File: config.mk
export PLATFORM = sky130hd
export DESIGN_NAME = igta_ram
export DESIGN_NICKNAME = d
export VERILOG_FILES = /design/src/design/igta_ram.sv
export SDC_FILE = /design/constraint.sdc
export NUM_CORES = 1
export LEC_CHECK = 0
export ABC_AREA = 1
export BUFFER_PORTS_ARGS = -buffer_cell sky130_fd_sc_hd__buf_2
export CORE_MARGIN = 5
export CORE_UTILIZATION = 55
export CTS_CLUSTER_DIAMETER = 100
export DETAILED_ROUTE_END_ITERATION = 12
export GPL_ROUTABILITY_DRIVEN = 0
export PLACE_DENSITY_LB_ADDON = 0.08
export SYNTH_ARGS = -nofsm -noshare
export SYNTH_HDL_FRONTEND = slang
export SYNTH_SLANG_ARGS = --single-unit
File: constraint.sdc
create_clock -name clk -period 3.9 [get_ports clk]
set_input_delay 0.78 -clock clk [delete_from_list [all_inputs] [get_ports clk]]
set_output_delay 0.78 -clock clk [all_outputs]
set_load 0.01 [all_outputs]
File: src/design/igta_ram.sv
module igta_ram #(
    parameter int WIDTH = 8,
    parameter int DEPTH = 64
) (
    input  logic                     clk,
    input  logic                     we,
    input  logic [$clog2(DEPTH)-1:0] waddr,
    input  logic [WIDTH-1:0]         wdata,
    input  logic                     re,
    input  logic [$clog2(DEPTH)-1:0] raddr,
    output logic [WIDTH-1:0]         rdata
);

    logic [WIDTH-1:0] mem [DEPTH];
    logic [WIDTH-1:0] rdata_reg;

    // write port, registered read port
    always_ff @(posedge clk)
    begin
        if (we)
        begin
            mem[waddr] <= wdata;
        end
        if (re)
        begin
            rdata_reg <= mem[raddr];
        end
    end

    assign rdata = rdata_reg;

endmodule

==> results.toml <==
[run_status]
status = "finished clean"

[clock_network]
cts_tree = "yes"
cts.htree.levels = 2
hold_buffers = 0
path_clk_slew_ps = 60
cts_buffers = 51
post_cts_buffers = 0
clock_latency_ps = 590
cts-root-buf = "clkbuf_16"
cts.sinks = 520
ctsResizeCount = 0
clockBufferDepth = 3

[timing]
setup_violations = 0
fin_skew_ps = 13.9
fmaxAchievable_ghz = 0.388
maxSlewViolCount = 0
tightest_slew_ps = 1200
final-hold-violation-count = 0
slew_headroom_pct = 20.0
period_minus_slack_ps = 2580
period_share_pct = 66.1
rsz0062_at_grt = "no"
setup_tns_ps = 0
worst_slack_ps = 1320

[placed_design]
detailed_place_hpwl_um = 31400
place_area_sq_um = 22000
place_ws_ps = 782
portBuffers = 30

[critical_path]
worstRegToRegCells = 8
cp_num_cells = 11
startpoint_type = "input pin"
rrSetupSlack_ps = 2340
path_cells = "buf_6 -> inv_6 -> buf_4 -> nand2_1 -> nand3_1 -> nand3_1 -> nand2_1 -> nand2_1 -> nand3_1 -> nand3_1 -> nand2_1"
arrival_ps = 3020
cp_num_buf_inv = 3
cp_slowest_cell = "inv_6"
r2r_end = "rdata[5]"
timing.rr.start = "mem[7][5]"
crit_type = "input pin to flop"
cp_max_fo = 73
worstPathRequired_ps = 4340
critPathMaxStageDelay_ps = 480
critPathCaptureType = "flop"
path_delay_family = "buffers and inverters"

[logic_synthesis]
synth_edf_count = 520
syn_nets = 1828
ys_top_cells_by_count = "nand2_1 (648), edfxtp_1 (520), nand3_1 (439)"
ys_warn_count = 0
synth_top_area_cell = "edfxtp_1"
synthFlopType = "edfxtp_1"
post-synth-top-count-cell = "nand2_1"
syn_avg_cell_area_sq_um = 11.9
synth.ff_latch_count = 520
synthCells = 1805
ys_types = 15
seq_area_frac_synth_pct = 72.9
synthArstFlopShare_pct = 0
synthesis.area_sq_um = 21400
synth_top_area_share_pct = 72.9
yosys-top-cells-area = "edfxtp_1 (73%), nand2_1 (11%), nand3_1 (10%), buf_6 (1.8%), nor2_1 (0.98%)"

[die]
pin_count = 31
fp.dieH_um = 207
design.die.area_sq_um = 43000
initial_utilization_pct = 55.6
die_w_um = 207
rows = 72
core-area_sq_um = 38600

[power_and_ir_drop]
ir_drop_uv = 375
total_power_w = 0.0116
power_density_nw_per_um2 = 494
p_leak_nw = 8.51

[hold_path]
hold_path_class = "input pin to flop"
holdPathStages = 1
min_from = "re"
min_to = "rdata[7]"

[drt]
viasPerCell = 5.77
wl_per_cell_um = 22.5
drt_iter0_drc = 1583
routed_wl_um = 54000
via_count = 13800
drt-pass1-iter-count = 5
drc_errors = 0
antenna_left = 0

[layout]
drive_gt1_share_pct = 8.65
synthToLayoutAreaGrowth_pct = 10.0
finalNetCount = 1863
largest_reg_flops = 512
stdcell_area_sq_um = 23600

[grt]
antenna_found_initial = 4
grt_pass1_vias = 13200
grt_pass1_wl_um = 82000
grt_max_degree = 129
grtUsageTotal_pct = 24.9
grt.overflow.total = 0

[job]
max_cap_violations = 0
## through the flow
| stage | cells | hold slack (ps) | utilization [%] |
|---|---|---|---|
| 2_1_floorplan | 1805 | 797 | - |
| 3_3_place_gp | 2305 | 878 | 57.0 |
| 3_5_place_dp | 2305 | 870 | 57.0 |
| 4_1_cts | 2391 | 537 | 61.1 |
| 5_1_grt | 2392 | 550 | 61.1 |
| 6_report | 2394 | 564 | 61.1 |
## power breakdown
group          internal [W]  switching, W
combinational      0.000177      0.000542
clock               0.00273       0.00198
sequential          0.00620     0.0000200
total               0.00910       0.00254
## worst max-delay path by stage
stage / startpoint / to / slack (ps)
floorplan: we / mem[48][0] / 1350
global placement: raddr[0] / rdata[5] / 800
detailed placement: raddr[0] / rdata[5] / 780
CTS: raddr[0] / rdata[5] / 1400
global route: raddr[0] / rdata[6] / 1240
finish: raddr[0] / rdata[5] / 1320
## metal layers
metal	share of wire (%)	GRT usage [%]	vias up	wire length [um]
met2	45	37.8	553	24500
met4	3.1	8.46	2	1660
li1	-	-	6428	-
met5	0.024	0	-	13
met3	8.2	4.14	101	4440
met1	43	37.0	6719	23300
## cell families (layout without fill, tap and decap cells)
| group | Yosys count | in the layout | synth area share [%] |
|---|---|---|---|
| other | 0 | 3 | 0 |
| buffers and inverters | 125 | 193 | 4.01 |
| and+or+nand+nor | 1160 | 1160 | 23.1 |
| DFF | 520 | 520 | 72.9 |
## layout make-up
cell class	count	area (sq um)
diodes	3	7.51
clock buffers	68	1380
clock inverters	18	181
fillers	3171	15000
inverters	12	52.6
multi-input cells	1160	4950
flip-flops and latches	520	15600
well taps	518	648
repair buffers	95	734
## cells in the final DEF (no fill, tap or decap), drive strengths merged
cell type / Yosys / routed
nand4: 9 / 9
bufinv: 0 / 4
buf: 98 / 95
diode: 0 / 3
inv: 12 / 12
nand2: 648 / 648
clkbuf: 15 / 68
nand3: 439 / 439
clkinv: 0 / 14
edfxtp: 520 / 520
nor4: 8 / 8
nor2: 56 / 56
Power figures use the tool's default switching activity.
